`src/vrp_ram.sv`:
```
// ----------------------------------------------------------------------------
// vrp_ram
// Single port write, single port read RAM with registered read data.
// ----------------------------------------------------------------------------
module vrp_ram #(
   parameter int WIDTH = 8,
   parameter int DEPTH = 256
) (
   input  logic                     clock,
   input  logic                     we,
   input  logic [$clog2(DEPTH)-1:0] waddr,
   input  logic [WIDTH-1:0]         wdata,
   input  logic                     re,
   input  logic [$clog2(DEPTH)-1:0] raddr,
   output logic [WIDTH-1:0]         rdata
);

   logic [WIDTH-1:0] mem [DEPTH];
   logic [WIDTH-1:0] rdata_ff;

   always_ff @(posedge clock) begin
      if (we) begin
         mem[waddr] <= wdata;
      end
      if (re) begin
         rdata_ff <= mem[raddr];
      end
   end

   assign rdata = rdata_ff;

endmodule

```
`config.mk`:
```
export PLATFORM = sky130hd
export DESIGN_NAME = vrp_ram
export DESIGN_NICKNAME = d
export VERILOG_FILES = /design/src/vrp_ram.sv
export SDC_FILE = /design/constraint.sdc
export NUM_CORES = 2
export LEC_CHECK = 0
export BUFFER_PORTS_ARGS = -buffer_cell sky130_fd_sc_hd__buf_2
export CAP_MARGIN = 30
export CORE_MARGIN = 5
export CORE_UTILIZATION = 63
export CTS_CLUSTER_DIAMETER = 60
export CTS_CLUSTER_SIZE = 25
export DETAILED_ROUTE_END_ITERATION = 6
export PLACE_DENSITY = 0.8
export SYNTH_ARGS = -nofsm -noshare
export SYNTH_HDL_FRONTEND = slang
export SYNTH_SLANG_ARGS = --single-unit
```
`constraint.sdc`:
```
create_clock -name clock -period 3.58 [get_ports clock]
set_clock_uncertainty 0.1 [all_clocks]
set_input_delay 1.074 -clock clock [delete_from_list [all_inputs] [get_ports clock]]
set_output_delay 1.074 -clock clock [all_outputs]
set_load 0.1 [all_outputs]
```
==> qor.txt <==
CP arrival: 3.92 ns
Final core utilization: 0.7217
Post-Route WL: 200200 um
Sequential share of the synthesized area: 0.7753
Outcome: finished with violations
Top cell by count, worst path: buf_4
Die W: 365.5 um
Max_cap viols: 0
IO Port Bufs: 34
Synth top area cells: edfxtp_1 (78%), mux4_2 (13%), mux2i_1 (1.7%)
Core Area: 125600 um2
Drt first pass iters: 7
Routability cong.: 0.8810
Asr flop ratio synth: 0
Placed Area: 86140 um2
Tcrit/Tclk final: 0.9821
Ordered list of cells on the worst path: buf_8, buf_4, buf_4, mux2i_1, o221ai_1, o22ai_1, nor3_1, nor4_1, buf_4, nor4_1
Sequential power share: 0.583
CTS root buf: clkbuf_16
Hold Path Class: in2reg
Share of layout cells above drive strength 1: 0.3074
Slew Limit Headroom: 0.3995
Commonest non-fill, non-tap cell in the layout: edfxtp_1
Main synth FF type: edfxtp_1
Required time of the critical path: 3.99 ns
Synthesized netlist cell count: 3733
Sw power: 10.13 mW
Initial antenna violation count: 8
Clock slew at reported path FFs: 0.09 ns
Vias per cell: 6.972
Internal power: 35.43 mW
PD cells: 502.7 nW/um2
CP max FO: 13
Inserted Clock Buffers: 131
Hold Fails Final Rpt: 0
Comb pwr share: 0.061
Synth area leader: edfxtp_1
Top cell type's share of synthesized area: 0.7753
Post-Syn Area: 79640 um2
Die Area: 133600 um2
Slowest-stage cell, CP: nor4_1
Synthesized flop and latch total: 2056
YS warnings: 0
Lkg Pwr: 29.09 nW
CP startpoint kind: input pin
TritonCTS clock tree: done
I/O pin count: 35
Post-DR wirelength/cell: 33.11 um
Overall power: 45.56 mW
Nets@finish: 4316
Fin crit period: 3.516 ns
Syn_area_per_cell: 21.33 um2
DP HPWL: 126300 um
Number of global-route vias before repair: 42800
Post-route ant nets: 0
First-pass GRT wire length: 292800 um
Slew @ Worst Pin: 0.8926 ns
EDFF count, synth: 2056
Buf/Inv on CP: 4
Total number of vias: 42170
Cell family with most CP delay: buffers and inverters
Pin count of the biggest net entering global routing: 109
Iter 0 DRT Violations: 7481
Max incr delay on CP: 0.80 ns
Failing checks: design-rule violations
Later-pin clock latency in the skew report: 0.78 ns
Design Area, Final: 90620 um2
FMAX: 0.2844 GHz
Final setup viols: 0
Grt ovf: 0
# rows: 130
Overall Global Routing Usage: 0.3062
Htree depth: 4
Post CTS Setup Buffer Count: 0
DRC viols: 16
CP endpoint kind: flop
Sw Share: 0.2223
Most frequent cells in the layout: edfxtp_1 (2056), buf_4 (548), mux4_2 (454)
Final Max Tran Viols: 0
Syn_nets: 3760
VDD IR max: 0.5828 mV
Unrepaired setup endpoints after global routing: false
Clk pwr share: 0.356
Clk sinks: 2056
Die Ht: 365.5 um
Synth unique cells: 54
Kind of critical path: in2reg
Area Growth Syn to Fin: 13.79%
Clock buffer depth: 3
Initial Utilization: 0.6342
Fillers: 6821
-- power groups by stage --
| stage | Clock [mW] | Combinational [mW] | Sequential, mW |
|---|---|---|---|
| 3_5_place_dp | 0 | 2.72 | 27.1 |
| 4_1_cts | 16.3 | 2.75 | 26.5 |
| 3_3_place_gp | 0 | 2.65 | 27.1 |
| 2_1_floorplan | 0 | 1.29 | 27.2 |
| 6_report | 16.2 | 2.79 | 26.5 |
| 5_1_grt | 17.4 | 2.90 | 26.5 |
-- synthesized netlist by cell type, types with 5 or more instances --
cell type	count
and2_1	6
a22o_1	8
nor2b_1	31
buf_2	31
o22ai_1	28
o22a_1	5
nand2b_1	8
a221oi_1	13
edfxtp_1	2056
mux2i_1	134
buf_4	27
nor2_1	282
o211ai_1	10
a22oi_1	133
o221ai_1	46
nand3_1	34
buf_1	22
nand2_1	33
buf_6	21
nand4_1	10
clkbuf_1	111
nor4_1	24
buf_12	8
o21ai_0	10
a21oi_1	96
buf_8	13
nor3_1	22
a211oi_1	16
mux4_2	454
-- stage by stage --
step	hold WS (ns)	worst slack, ns	TNS (ns)	instances
finish	0.5841	0.06400	0	6048
global route	0.5625	0.05780	0	6046
CTS	0.5456	0.2087	0	6044
detailed placement	1.012	-0.5600	-3.412	5805
global placement	0.9736	-0.6255	-3.393	5805
floorplan	0.7642	0.3299	0	3733
-- cell families after synthesis --
family / Yosys count / share of synthesized area
flip-flops: 2056 / 0.7753
multiplexers: 591 / 0.1460
AND/OR/NAND/NOR: 466 / 0.02625
AO/OA/AOI/OAI: 385 / 0.03416
buffers and inverters: 235 / 0.01829
-- what timing repair did --
item / in CTS / in global routing
endpoints found under the setup margin: 0 / 1
hold buffers: 0 / 0
gates resized for setup: 0 / 1
-- final cells by class --
| class | instances | area (um2) | share of cell area |
|---|---|---|---|
| inverter | 2 | 7.507 | 0.00008284 |
| clock buffer | 143 | 3430 | 0.03784 |
| tap | 1650 | 2064 | 0.02278 |
| multi-input combinational | 1442 | 16480 | 0.1819 |
| antenna | 3 | 7.507 | 0.00008284 |
| timing repair buffer | 656 | 5856 | 0.06462 |
| sequential | 2056 | 61740 | 0.6813 |
| clock inverter | 96 | 1036 | 0.01143 |
-- flip-flops by register name, summed over array words and instances, names as in the netlist --
name,cells
mem,2048
rdata,8
-- routing by layer --
layer | GRT usage | wire, um | vias up
li1 | - | - | 16740
met1 | 0.4264 | 67410 | 21440
met4 | 0.1306 | 10210 | 8
met5 | 0 | 62 | -
met2 | 0.4730 | 94850 | 3369
met3 | 0.07849 | 27710 | 615
-- final timing paths --
check	slack [ns]	from	end	depth (start not counted)
worst max-delay path	0.06	raddr[0]	rdata[7]$_DFFE_PP_	10
worst min-delay path	0.58	re	rdata[0]$_DFFE_PP_	1
worst max register to register	0.77	mem[128][1]$_DFFE_PP_	rdata[1]$_DFFE_PP_	6
worst min register to register	1.04	mem[32][5]$_DFFE_PP_	rdata[5]$_DFFE_PP_	7
Note: power is estimated with default switching activity, not from simulation.
