`src/vrp_pkg.sv`:
```
// ----------------------------------------------------------------------------
// vrp_pkg
// Types and constants shared by the video register port blocks.
// ----------------------------------------------------------------------------
package vrp_pkg;

   // operation codes of an input beat
   localparam logic [2:0] OP_READ       = 3'd0;
   localparam logic [2:0] OP_WRITE      = 3'd1;
   localparam logic [2:0] OP_DMA_START  = 3'd2;
   localparam logic [2:0] OP_DMA_BYTE   = 3'd3;
   localparam logic [2:0] OP_VBL_START  = 3'd4;
   localparam logic [2:0] OP_VBL_END    = 3'd5;

   // register indexes
   localparam logic [2:0] REG_CTRL    = 3'd0;
   localparam logic [2:0] REG_MASK    = 3'd1;
   localparam logic [2:0] REG_STATUS  = 3'd2;
   localparam logic [2:0] REG_OAMADDR = 3'd3;
   localparam logic [2:0] REG_OAMDATA = 3'd4;
   localparam logic [2:0] REG_SCROLL  = 3'd5;
   localparam logic [2:0] REG_ADDR    = 3'd6;
   localparam logic [2:0] REG_DATA    = 3'd7;

   // temp address keep masks
   localparam logic [14:0] T_NT_KEEP      = 15'h73FF;
   localparam logic [14:0] T_COARSEX_KEEP = 15'h7FE0;
   localparam logic [14:0] T_FINEY_KEEP   = 15'h0FFF;
   localparam logic [14:0] T_COARSEY_KEEP = 15'h7C1F;

   // video address map
   localparam logic [13:0] PALETTE_BASE   = 14'h3F00;
   localparam logic [13:0] PALETTE_MIRROR = 14'h2FFF;

   typedef struct packed {
      logic [2:0] op;
      logic [2:0] reg_index;
      logic [7:0] wdata;
   } req_type;

   typedef struct packed {
      logic [7:0] read_data;
      logic       nmi_request;
   } rsp_type;

   typedef enum logic [2:0] {
      RK_NONE,
      RK_LATCH,
      RK_STATUS,
      RK_SPRITE,
      RK_BUFFERED,
      RK_PALETTE,
      RK_WRITE
   } rsp_kind_type;

   typedef struct packed {
      rsp_kind_type kind;
      logic [7:0]   wdata;
      logic [2:0]   status_hi;
      logic         nmi;
   } stage_type;

   typedef struct packed {
      logic vmem_we;
      logic vmem_re;
      logic smem_we;
      logic smem_re;
   } mem_ctl_type;

endpackage

```
`src/vrp_resp.sv`:
```
// ----------------------------------------------------------------------------
// vrp_resp
// Read data stage: merges memory data, updates bus latch and read buffer,
// and holds the result beat.
// ----------------------------------------------------------------------------
module vrp_resp (
   input  logic               clock,
   input  logic               reset,
   input  logic               load,
   input  vrp_pkg::stage_type stage_in,
   input  logic [7:0]         vmem_a_q,
   input  logic [7:0]         vmem_b_q,
   input  logic [7:0]         smem_q,
   input  logic               rsp_stall,
   output logic               hold,
   output logic               rsp_valid,
   output vrp_pkg::rsp_type   rsp_data
);

   import vrp_pkg::*;

   logic       stage_valid_ff, stage_valid_in;
   stage_type  stage_ff;
   logic       rsp_valid_ff, rsp_valid_in;
   rsp_type    rsp_data_ff;
   rsp_type    rsp_next;
   logic [7:0] bus_latch_ff, bus_latch_in;
   logic [7:0] read_buffer_ff, read_buffer_in;
   logic       advance;

   assign advance = stage_valid_ff && (!rsp_valid_ff || !rsp_stall);
   assign hold    = stage_valid_ff && !advance;

   always_comb begin
      rsp_next.read_data   = '0;
      rsp_next.nmi_request = stage_ff.nmi;
      bus_latch_in         = bus_latch_ff;
      read_buffer_in       = read_buffer_ff;
      case (stage_ff.kind)
         RK_LATCH: begin
            rsp_next.read_data = bus_latch_ff;
         end
         RK_STATUS: begin
            rsp_next.read_data = {stage_ff.status_hi, bus_latch_ff[4:0]};
            bus_latch_in       = {stage_ff.status_hi, bus_latch_ff[4:0]};
         end
         RK_SPRITE: begin
            rsp_next.read_data = smem_q;
            bus_latch_in       = smem_q;
         end
         RK_BUFFERED: begin
            rsp_next.read_data = read_buffer_ff;
            bus_latch_in       = read_buffer_ff;
            read_buffer_in     = vmem_a_q;
         end
         RK_PALETTE: begin
            rsp_next.read_data = vmem_a_q;
            bus_latch_in       = vmem_a_q;
            read_buffer_in     = vmem_b_q;
         end
         RK_WRITE: begin
            bus_latch_in = stage_ff.wdata;
         end
         default: begin
         end
      endcase
      stage_valid_in = load || (stage_valid_ff && !advance);
      rsp_valid_in   = advance || (rsp_valid_ff && rsp_stall);
   end

   always_ff @(posedge clock) begin
      if (reset) begin
         stage_valid_ff <= 1'b0;
         rsp_valid_ff   <= 1'b0;
         bus_latch_ff   <= '0;
         read_buffer_ff <= '0;
      end else begin
         stage_valid_ff <= stage_valid_in;
         rsp_valid_ff   <= rsp_valid_in;
         if (advance) begin
            bus_latch_ff   <= bus_latch_in;
            read_buffer_ff <= read_buffer_in;
         end
      end
   end

   always_ff @(posedge clock) begin
      if (load) begin
         stage_ff <= stage_in;
      end
      if (advance) begin
         rsp_data_ff <= rsp_next;
      end
   end

   assign rsp_valid = rsp_valid_ff;
   assign rsp_data  = rsp_data_ff;

endmodule

```
`config.mk`:
```
export PLATFORM = sky130hd
export DESIGN_NAME = vrp_resp
export DESIGN_NICKNAME = d
export VERILOG_FILES = /design/src/vrp_pkg.sv /design/src/vrp_resp.sv
export SDC_FILE = /design/constraint.sdc
export NUM_CORES = 1
export LEC_CHECK = 0
export BUFFER_PORTS_ARGS = -buffer_cell sky130_fd_sc_hd__buf_2
export CORE_AREA = 3 3 86 88
export DETAILED_ROUTE_END_ITERATION = 7
export DIE_AREA = 0 0 89 91
export PLACE_DENSITY = 0.52
export SLEW_MARGIN = 20
export SYNTH_ARGS = -nofsm -noshare
export SYNTH_HDL_FRONTEND = slang
export SYNTH_SLANG_ARGS = --single-unit
```
`constraint.sdc`:
```
create_clock -name clock -period 2 [get_ports clock]
set_input_delay 0.4 -clock clock [delete_from_list [all_inputs] [get_ports clock]]
set_output_delay 0.4 -clock clock [all_outputs]
set_load 0.02 [all_outputs]
```
==> results by group <==
Run status
  • Status: complete, no violations

Layout
  • Reg area: about 1100 um2
  • Area growth syn-to-layout: 24.9%
  • Multi-input gate area: about 820 um2
  • Final Instance Count excl. Fillers: just over 300
  • Layout cells sized above 1: 0.357
  • Antenna cell count: 0
  • Nets: 267
  • Fill count: ~660
  • Final instance area: between 2000 and 2500 um2

Global route
  • Largest net degree at the start of global routing: 19
  • Vias in the first global route: roughly 1400
  • Overflow left after global routing: 0
  • First-pass GRT wire length: slightly above 7000 um
  • Initial antenna violation count: 0
  • Tot GR Track Use: 0.117

Logic synthesis
  • Yosys reg bits: 42
  • Largest family of logic cells by synthesized area: compound AO/OA/AOI/OAI gates
  • Synth Area in Compound Gates: 0.210
  • Mux contribution to synthesized area: 0.0809
  • Top-area cell type share of the netlist area: 0.364
  • Distinct cells, synth: 41
  • Synth async-reset ratio: 0
  • Largest area contributor in the netlist: edfxtp_1
  • Post-Syn Area: 1980 um2
  • Top_reg_cell synth: edfxtp_1
  • Fraction of synthesized cell area in xor and xnor cells: 0
  • Number of synthesized flops with an enable pin: 24
  • YS warnings: 0
  • Syn nets: approximately 210
  • Simple-Gate Fraction of Synth Area: 0.115
  • Seq/Total Area, Yosys: 0.546
  • Post-synth top cells: 24 x edfxtp_1, 23 x nor2_1, 18 x dfxtp_1
  • Syn Inst Count: 167
  • Synth top area cells: edfxtp_1 36%, dfxtp_1 18%, mux2i_1 8.1%
  • Syn_area_per_cell: about 12 um2
  • Adder-cell share of the synthesized area: 0.00632
  • Most common cell in the netlist: edfxtp_1

Floorplan
  • Cell Rows: 30
  • Die area: between 8000 and 9000 um2
  • # IOs: 54
  • Initial Util: 0.295
  • Die Wd: approximately 89 um
  • Die height: ~91 um
  • Core area: 6720 um2

CTS
  • CTS buffer count: 5
  • Sink Count: 42
  • H-tree depth: 2
  • Clock-pin slew on the worst setup and hold paths: roughly 0.080 ns
  • Clk buf depth: 2
  • Postcts setup bufs: 0
  • Worst-skew pair later-pin latency: around 0.30 ns
  • CTS tree: built
  • CTS root buf: clkbuf_8
  • # resized after CTS: 0
  • Cts hold-fix bufs: 0

Route
  • DR vias/cell: ~4.8
  • Final wirelength: between 4000 and 5000 um
  • Post-route ant nets: 0
  • DRC: 0
  • Met1 WL: between 2000 and 2500 um
  • Met3 WL: 190 um
  • Max Used Layer: met4
  • Vias: ~1500
  • Wire length per cell: 14.4 um
  • Drt initial violations: 77
  • Detailed Routing Iterations Pass 1: 4
  • Met2 wire length: between 1500 and 2000 um

Power and ir drop
  • Pwr dens: ~850 nW/um2
  • Cell-internal power: roughly 1.6 mW
  • P_leak: between 1 and 1.5 nW
  • Sw Ratio: 0.229
  • P_sw: 0.484 mW
  • Sequential power share: 0.471
  • Combinational cell fraction of total power: 0.138
  • Worst vdd ir: 0.310 mV
  • Clk pwr share: 0.391

Placed design
  • Post-DP HPWL: approximately 3400 um
  • Placed cell count: 296
  • RePlAce Congestion: 0.791
  • Port buffer count: 53
  • Area of placed instances: approximately 2300 um2

Critical path
  • Critical path startpoint: stage_ff[13]
  • CP startpoint kind: flop
  • Critical path data required time: 2.20 ns
  • Worst Setup End Kind: flop
  • Critical path class: flop to flop
  • FF-to-FF Start: stage_ff[13]
  • CP arrival: just under 2 ns
  • CP Max Fanout: 14

STA
  • Tcrit/Tclk final: 0.893
  • Relative slew slack: 0.617
  • Fin. max-slew vios: 0
  • Fin crit period: between 1.5 and 2 ns
  • Fmax: roughly 0.56 GHz
  • TNS Setup: 0 ns
  • Slew @ Worst Pin: around 0.57 ns
  • RSZ-0062 raised after global routing: no
  • Final setup fails: 0
  • Clk_skew: roughly 0.0081 ns
  • Hold Vio Cnt, Final: 0

Hold path
  • HP Start: stage_in[8]
  • Hold WC Path Type: input port to flop

Run
  • Max Cap Viol: 0
==> critical path, stage by stage (launching register included) <==
cell      delay, ns
edfxtp_1       0.58
inv_2          0.10
ha_1           0.23
nor2b_1        0.13
o21a_1         0.19
o211a_1        0.27
a22o_1         0.20
==> logic make-up (layout without fill, tap and decap cells) <==
| family | after synthesis | in the layout |
|---|---|---|
| and+or+nand+nor | 44 | 44 |
| adders and majority gates | 1 | 1 |
| DFF | 42 | 42 |
| AOI/OAI and AO/OA | 50 | 50 |
| muxes | 16 | 16 |
| buffers and inverters | 14 | 71 |
==> path summary, 6_finish.rpt <==
kind / to / slack, ns / depth (start not counted)
setup reg to reg: bus_latch_ff[3] / 0.21 / 6
hold / removal: stage_ff[8] / 0.27 / 1
setup / recovery: bus_latch_ff[3] / 0.21 / 6
hold reg to reg: rsp_data[0] / 0.42 / 0
==> final cells by class <==
type	count	area share
timing repair buffer	61	0.132
inverter	2	0.00303
clock inverter	2	0.0243
sequential	42	0.437
clock buffer	6	0.0334
tap	80	0.0405
multi-input combinational	111	0.330
==> per-layer routing <==
metal | vias up | track usage
li1 | 754 | -
met1 | 653 | 0.165
met2 | 37 | 0.168
met4 | 0 | 0.0546
met3 | 7 | 0.0263
met5 | - | 0
==> cell usage in the layout, fill, tap and decap left out, types with 6 or more instances in the layout <==
| master | n |
|---|---|
| buf_2 | 53 |
| mux2i_1 | 16 |
| clkbuf_8 | 6 |
| dfxtp_1 | 18 |
| a211oi_1 | 8 |
| buf_4 | 8 |
| edfxtp_1 | 24 |
| nor2_1 | 23 |
==> power groups by stage <==
stage          Clock [mW]  Sequential [mW]  Combinational [mW]
6_report            0.827            0.994               0.292
5_1_grt             0.883             1.00               0.328
2_1_floorplan           0             1.02               0.177
3_5_place_dp            0             1.01               0.295
3_3_place_gp            0             1.01               0.294
4_1_cts             0.841            0.995               0.296
==> flip-flops by register name, summed over array words and instances (netlist names) <==
register	cells
bus_latch_ff	8
read_buffer_ff	8
rsp_data	9
rsp_next	1
rsp_valid	1
stage_ff	14
stage_valid_ff	1
==> per-stage QoR <==
step | utilization | total power, mW | hold WS (ns) | worst slack, ns
after floorplan | - | 1.20 | 0.400 | 0.392
final | 0.368 | 2.11 | 0.273 | 0.214
after global routing | 0.368 | 2.21 | 0.261 | 0.0529
after detailed placement | 0.347 | 1.31 | 0.406 | 0.223
after CTS | 0.368 | 2.13 | 0.271 | 0.210
after global placement | 0.347 | 1.31 | 0.407 | 0.277
(Power assumes the default switching activity.)
