$ cat src/vrp_pkg.sv
// ----------------------------------------------------------------------------
// vrp_pkg
// Types and constants shared by the video register port blocks.
// ----------------------------------------------------------------------------
package vrp_pkg;

   // operation codes of an input beat
   localparam logic [2:0] OP_READ       = 3'd0;
   localparam logic [2:0] OP_WRITE      = 3'd1;
   localparam logic [2:0] OP_DMA_START  = 3'd2;
   localparam logic [2:0] OP_DMA_BYTE   = 3'd3;
   localparam logic [2:0] OP_VBL_START  = 3'd4;
   localparam logic [2:0] OP_VBL_END    = 3'd5;

   // register indexes
   localparam logic [2:0] REG_CTRL    = 3'd0;
   localparam logic [2:0] REG_MASK    = 3'd1;
   localparam logic [2:0] REG_STATUS  = 3'd2;
   localparam logic [2:0] REG_OAMADDR = 3'd3;
   localparam logic [2:0] REG_OAMDATA = 3'd4;
   localparam logic [2:0] REG_SCROLL  = 3'd5;
   localparam logic [2:0] REG_ADDR    = 3'd6;
   localparam logic [2:0] REG_DATA    = 3'd7;

   // temp address keep masks
   localparam logic [14:0] T_NT_KEEP      = 15'h73FF;
   localparam logic [14:0] T_COARSEX_KEEP = 15'h7FE0;
   localparam logic [14:0] T_FINEY_KEEP   = 15'h0FFF;
   localparam logic [14:0] T_COARSEY_KEEP = 15'h7C1F;

   // video address map
   localparam logic [13:0] PALETTE_BASE   = 14'h3F00;
   localparam logic [13:0] PALETTE_MIRROR = 14'h2FFF;

   typedef struct packed {
      logic [2:0] op;
      logic [2:0] reg_index;
      logic [7:0] wdata;
   } req_type;

   typedef struct packed {
      logic [7:0] read_data;
      logic       nmi_request;
   } rsp_type;

   typedef enum logic [2:0] {
      RK_NONE,
      RK_LATCH,
      RK_STATUS,
      RK_SPRITE,
      RK_BUFFERED,
      RK_PALETTE,
      RK_WRITE
   } rsp_kind_type;

   typedef struct packed {
      rsp_kind_type kind;
      logic [7:0]   wdata;
      logic [2:0]   status_hi;
      logic         nmi;
   } stage_type;

   typedef struct packed {
      logic vmem_we;
      logic vmem_re;
      logic smem_we;
      logic smem_re;
   } mem_ctl_type;

endpackage

$ cat src/vrp_regs.sv
// ----------------------------------------------------------------------------
// vrp_regs
// Register file and scroll/address latches; issues memory accesses per beat.
// ----------------------------------------------------------------------------
module vrp_regs #(
   parameter int VRAM_ADDR_BITS   = 14,
   parameter int SPRITE_MEM_BYTES = 256
) (
   input  logic                                clock,
   input  logic                                reset,
   input  logic                                accept,
   input  vrp_pkg::req_type                    req,
   output vrp_pkg::mem_ctl_type                mem_ctl,
   output logic [VRAM_ADDR_BITS-1:0]           vmem_addr_a,
   output logic [VRAM_ADDR_BITS-1:0]           vmem_addr_b,
   output logic [$clog2(SPRITE_MEM_BYTES)-1:0] smem_addr,
   output vrp_pkg::stage_type                  stage
);

   import vrp_pkg::*;

   localparam int SA_W = $clog2(SPRITE_MEM_BYTES);

   logic [7:0]  ctrl_ff, ctrl_in;
   logic [7:0]  mask_ff, mask_in;
   logic [7:0]  status_ff, status_in;
   logic [7:0]  sprite_ptr_ff, sprite_ptr_in;
   logic [14:0] temp_addr_ff, temp_addr_in;
   logic [15:0] vram_addr_ff, vram_addr_in;
   logic [2:0]  fine_x_ff, fine_x_in;
   logic        toggle_ff, toggle_in;

   logic [13:0] vaddr;
   logic [13:0] vaddr_mirror;
   logic [15:0] vram_step;

   assign vaddr        = vram_addr_ff[13:0];
   assign vaddr_mirror = vaddr & PALETTE_MIRROR;
   assign vram_step    = ctrl_ff[2] ? 16'd32 : 16'd1;
   assign vmem_addr_a  = vaddr[VRAM_ADDR_BITS-1:0];
   assign vmem_addr_b  = vaddr_mirror[VRAM_ADDR_BITS-1:0];
   assign smem_addr    = sprite_ptr_ff[SA_W-1:0];

   always_comb begin
      logic [14:0] t_mid;
      t_mid           = '0;
      ctrl_in         = ctrl_ff;
      mask_in         = mask_ff;
      status_in       = status_ff;
      sprite_ptr_in   = sprite_ptr_ff;
      temp_addr_in    = temp_addr_ff;
      vram_addr_in    = vram_addr_ff;
      fine_x_in       = fine_x_ff;
      toggle_in       = toggle_ff;
      mem_ctl         = '0;
      stage.kind      = RK_NONE;
      stage.wdata     = req.wdata;
      stage.status_hi = status_ff[7:5];
      stage.nmi       = 1'b0;
      if (accept) begin
         case (req.op)
            OP_READ: begin
               case (req.reg_index)
                  REG_STATUS: begin
                     stage.kind   = RK_STATUS;
                     status_in[7] = 1'b0;
                     toggle_in    = 1'b0;
                  end
                  REG_OAMDATA: begin
                     stage.kind      = RK_SPRITE;
                     mem_ctl.smem_re = 1'b1;
                  end
                  REG_DATA: begin
                     stage.kind      = (vaddr >= PALETTE_BASE) ? RK_PALETTE : RK_BUFFERED;
                     mem_ctl.vmem_re = 1'b1;
                     vram_addr_in    = vram_addr_ff + vram_step;
                  end
                  default: begin
                     stage.kind = RK_LATCH;
                  end
               endcase
            end
            OP_WRITE: begin
               stage.kind = RK_WRITE;
               case (req.reg_index)
                  REG_CTRL: begin
                     ctrl_in      = req.wdata;
                     temp_addr_in = (temp_addr_ff & T_NT_KEEP) | {3'b0, req.wdata[1:0], 10'b0};
                  end
                  REG_MASK: begin
                     mask_in = req.wdata;
                  end
                  REG_OAMADDR: begin
                     sprite_ptr_in = req.wdata;
                  end
                  REG_OAMDATA: begin
                     mem_ctl.smem_we = 1'b1;
                     sprite_ptr_in   = sprite_ptr_ff + 8'd1;
                  end
                  REG_SCROLL: begin
                     if (!toggle_ff) begin
                        temp_addr_in = (temp_addr_ff & T_COARSEX_KEEP) | {10'b0, req.wdata[7:3]};
                        fine_x_in    = req.wdata[2:0];
                     end else begin
                        t_mid        = (temp_addr_ff & T_FINEY_KEEP) | {req.wdata[2:0], 12'b0};
                        temp_addr_in = (t_mid & T_COARSEY_KEEP) | {5'b0, req.wdata[7:3], 5'b0};
                     end
                     toggle_in = ~toggle_ff;
                  end
                  REG_ADDR: begin
                     if (!toggle_ff) begin
                        temp_addr_in = {1'b0, req.wdata[5:0], temp_addr_ff[7:0]};
                     end else begin
                        temp_addr_in = {temp_addr_ff[14:8], req.wdata};
                        vram_addr_in = {1'b0, temp_addr_ff[14:8], req.wdata};
                     end
                     toggle_in = ~toggle_ff;
                  end
                  REG_DATA: begin
                     mem_ctl.vmem_we = 1'b1;
                     vram_addr_in    = vram_addr_ff + vram_step;
                  end
                  default: begin
                  end
               endcase
            end
            OP_DMA_START: begin
               sprite_ptr_in = '0;
            end
            OP_DMA_BYTE: begin
               mem_ctl.smem_we = 1'b1;
               sprite_ptr_in   = sprite_ptr_ff + 8'd1;
            end
            OP_VBL_START: begin
               status_in[7] = 1'b1;
               stage.nmi    = ctrl_ff[7];
            end
            OP_VBL_END: begin
               status_in[7] = 1'b0;
            end
            default: begin
            end
         endcase
      end
   end

   always_ff @(posedge clock) begin
      if (reset) begin
         ctrl_ff       <= '0;
         mask_ff       <= '0;
         status_ff     <= '0;
         sprite_ptr_ff <= '0;
         temp_addr_ff  <= '0;
         vram_addr_ff  <= '0;
         fine_x_ff     <= '0;
         toggle_ff     <= 1'b0;
      end else begin
         ctrl_ff       <= ctrl_in;
         mask_ff       <= mask_in;
         status_ff     <= status_in;
         sprite_ptr_ff <= sprite_ptr_in;
         temp_addr_ff  <= temp_addr_in;
         vram_addr_ff  <= vram_addr_in;
         fine_x_ff     <= fine_x_in;
         toggle_ff     <= toggle_in;
      end
   end

endmodule

$ cat config.mk
export PLATFORM = sky130hd
export DESIGN_NAME = vrp_regs
export DESIGN_NICKNAME = d
export VERILOG_FILES = /design/src/vrp_pkg.sv /design/src/vrp_regs.sv
export SDC_FILE = /design/constraint.sdc
export NUM_CORES = 1
export LEC_CHECK = 0
export ABC_CLOCK_PERIOD_IN_PS = 5200
export BUFFER_PORTS_ARGS = -buffer_cell sky130_fd_sc_hd__clkbuf_2
export CORE_MARGIN = 5
export CORE_UTILIZATION = 33
export DETAILED_ROUTE_END_ITERATION = 12
export GPL_ROUTABILITY_DRIVEN = 0
export PLACE_DENSITY_LB_ADDON = 0.05
export SYNTH_ARGS = -nofsm -noshare
export SYNTH_HDL_FRONTEND = slang
export SYNTH_SLANG_ARGS = --single-unit
$ cat constraint.sdc
create_clock -name clock -period 5.2 [get_ports clock]
set_input_delay 0.26 -clock clock [delete_from_list [all_inputs] [get_ports clock]]
set_output_delay 0.26 -clock clock [all_outputs]
set_load 0.1 [all_outputs]
==> impl_metrics.yaml <==
setup_path:
  r2r-start: "ctrl_ff[2]$_SDFFE_PP0P_"
  slowest_stage: "and2_0"
  worstSetupStartpointType: "primary input"
  path_class: "primary input to flop"
  cp_max_fo: 22
  path_cells: "clkbuf_2 > nor3b_2 > and2_0 > nor2_1 > a311oi_2 > o31ai_1"
  crit_required_ps: 5360
  cp_data_arrival_time_ps: 2600
  crit_start: "req[11]"
  critPathMaxStageDelay_ps: 950
  r2r_slack_ps: 3060
  end_kind: "flop"
clock_tree:
  cts_hold_buf: 0
  cts_resized: 0
  clockRootBuffer: "clkbuf_8"
  cts_htree_levels: 2
  clk_latency_ps: 280
  cts_buffers: 5
  cts.sinks: 32
  path_clk_slew_ps: 70
  cts_tree: "yes"
  post_cts_buffers: 0
  max-clock-path-buffers: 2
min_path:
  min_from: "req[0]"
  hold_path.class: "primary input to flop"
synthesis:
  async_reset_ff_share_pct: 0
  syn-cell-area_sq_um: 2369
  synthMuxAreaShare_pct: 1.268
  synth_top_family_by_area: "compound AO/OA/AOI/OAI gates"
  yosys_warnings: 0
  yosys.area_share.simple_pct: 26.78
  synth_top_flop_cell: "dfxtp_1"
  synth_cell_types: 62
  syn_inst: 309
  syn-mean-instance-area_sq_um: 7.665
  synth-adder-area-share_pct: 2.113
  synth-seq-cells: 32
  synth_top_cell_by_area: "dfxtp_1"
  synthXorXnorAreaFrac_pct: 1.109
  synth_edf_count: 0
  synth.area.top_cells: "dfxtp_1, buf_4, o21ai_0"
  synth_top_area_share_pct: 27.05
  synth_compound_area_share_pct: 29.05
  synth-seq-area-share_pct: 27.05
sta:
  setup-tns-final_ps: 0
  fmax_mhz: 411.0
  setup_ws_ps: 2767
  worstMarginPinSlew_ps: 1120
  setup_viol: 0
  max-slew-margin-rel_pct: 25.32
  period_minus_slack_ps: 2433
  post-route-period-util_pct: 46.79
  final_hold_viol_count: 0
  rsz0062_at_grt: "no"
  slew_viol_final: 0
  finClkSkew_ps: 5.169
detailed_routing:
  avgViaCountPerCell: 5.478
  drc: 0
  wl_per_cell_um: 16.77
  drt_iter0_drc: 103
  dr.pass1.iters: 4
  num_vias: 2405
  final_antenna_net_count: 0
  wirelength_um: 7364
place:
  post-place-ws_ps: 2512
  dp_hpwl_um: 5288
  dpl-instance-area_sq_um: 2567
  portBuffers: 68
  dp.cells: 431
final_layout:
  num_antenna_cells: 0
  num-nets-final: 363
  area_growth_pct: 12.94
  final_cell_area_sq_um: 2675
  fin_cells: 439
  drive_above_1_share_pct: 24.20
global_route:
  grt_use_total_pct: 16.61
  grt.overflow.total: 0
  grt_max_degree: 28
  antenna_found_initial: 0
  grt_pass1_wl_um: 11570
  grt_pass1_vias: 2201
floorplanning:
  start_util_pct: 34.29
  pin_count: 72
  die_h_um: 94.72
  fp.dieW_um: 94.72
  core_area_sq_um: 6907
  rows: 30
  die_area_sq_um: 8972
pwr:
  peakVddDrop_v: 0.00008062
  powerDensity_nw_per_um2: 238.9
  p_total_w: 0.0006391
  p_leak_nw: 1.066
outcome:
  outcome: "finished, final reports clean"
job:
  drv_cap: 0
[cells in the final DEF (no fill, tap or decap), types with 6 or more instances in the layout]
cell	instances
o2bb2ai_1	9
nand3_1	12
a22oi_1	13
nor3_1	6
o21ai_0	24
and3_1	10
nor2_1	23
nand2_1	21
a21oi_1	22
clkbuf_2	68
dfxtp_1	32
nand2b_1	6
[power by group]
part           internal [W]  switching, W  total [W]
Combinational     0.0000282      0.000116   0.000144
Clock              0.000142      0.000100   0.000242
Sequential         0.000248    0.00000390   0.000252
Total              0.000419      0.000220   0.000639
[area by class of cell]
type	instances	area [sq um]
fillers	779	4232
inverters	5	18.77
flip-flops and latches	32	640.6
well taps	96	120.1
repair buffers	69	347.8
multi-input cells	229	1440
clock buffers	6	72.57
clock inverters	2	35.03
[path summary, 6_finish.rpt]
| check | end | depth (start not counted) |
|---|---|---|
| max reg2reg | vram_addr_ff[12]$_SDFFE_PP0P_ | 8 |
| max | vram_addr_ff[13]$_SDFFE_PP0P_ | 6 |
| min | vram_addr_ff[0]$_SDFFE_PP0P_ | 3 |
| min reg2reg | flop | 1 |
[Yosys cell counts (all sizes together) (6+ instances only)]
cell	number
o21ai	24
clkbuf	16
nor2	23
a21oi	22
nand2b	6
o2bb2ai	9
nand2	21
nand3	12
buf	29
a22oi	13
dfxtp	32
nor3	6
and3	11
[critical path: cells and delay by family]
kind                   cells  cell delay (ps)
buffers and inverters      1              230
and+or+nand+nor            3             1680
AOI/OAI and AO/OA          2              410
[logic make-up (layout without fill, tap and decap cells)]
logic type	Yosys count	in the layout
compound gates	102	102
other cells	1	3
mux	3	3
xor+xnor	3	3
fa+ha+maj	4	4
buf+inv	50	82
simple gates	114	114
flops	32	32
[per-stage QoR]
stage | utilization [%] | hold WS, ps
floorplan | - | 403.9
global placement | 37.17 | 451.0
detailed placement | 37.17 | 449.9
CTS | 38.73 | 344.4
global route | 38.73 | 373.3
finish | 38.73 | 352.0
[routing by layer]
| metal | track usage (%) | up-vias | routed length [um] |
|---|---|---|---|
| li1 | - | 1190 | - |
| met1 | 23.13 | 1146 | 3601 |
| met2 | 26.54 | 67 | 3330 |
| met3 | 3.187 | 2 | 395 |
| met4 | 3.606 | 0 | 36 |
| met5 | 0 | - | 0 |
(Power assumes the default switching activity.)
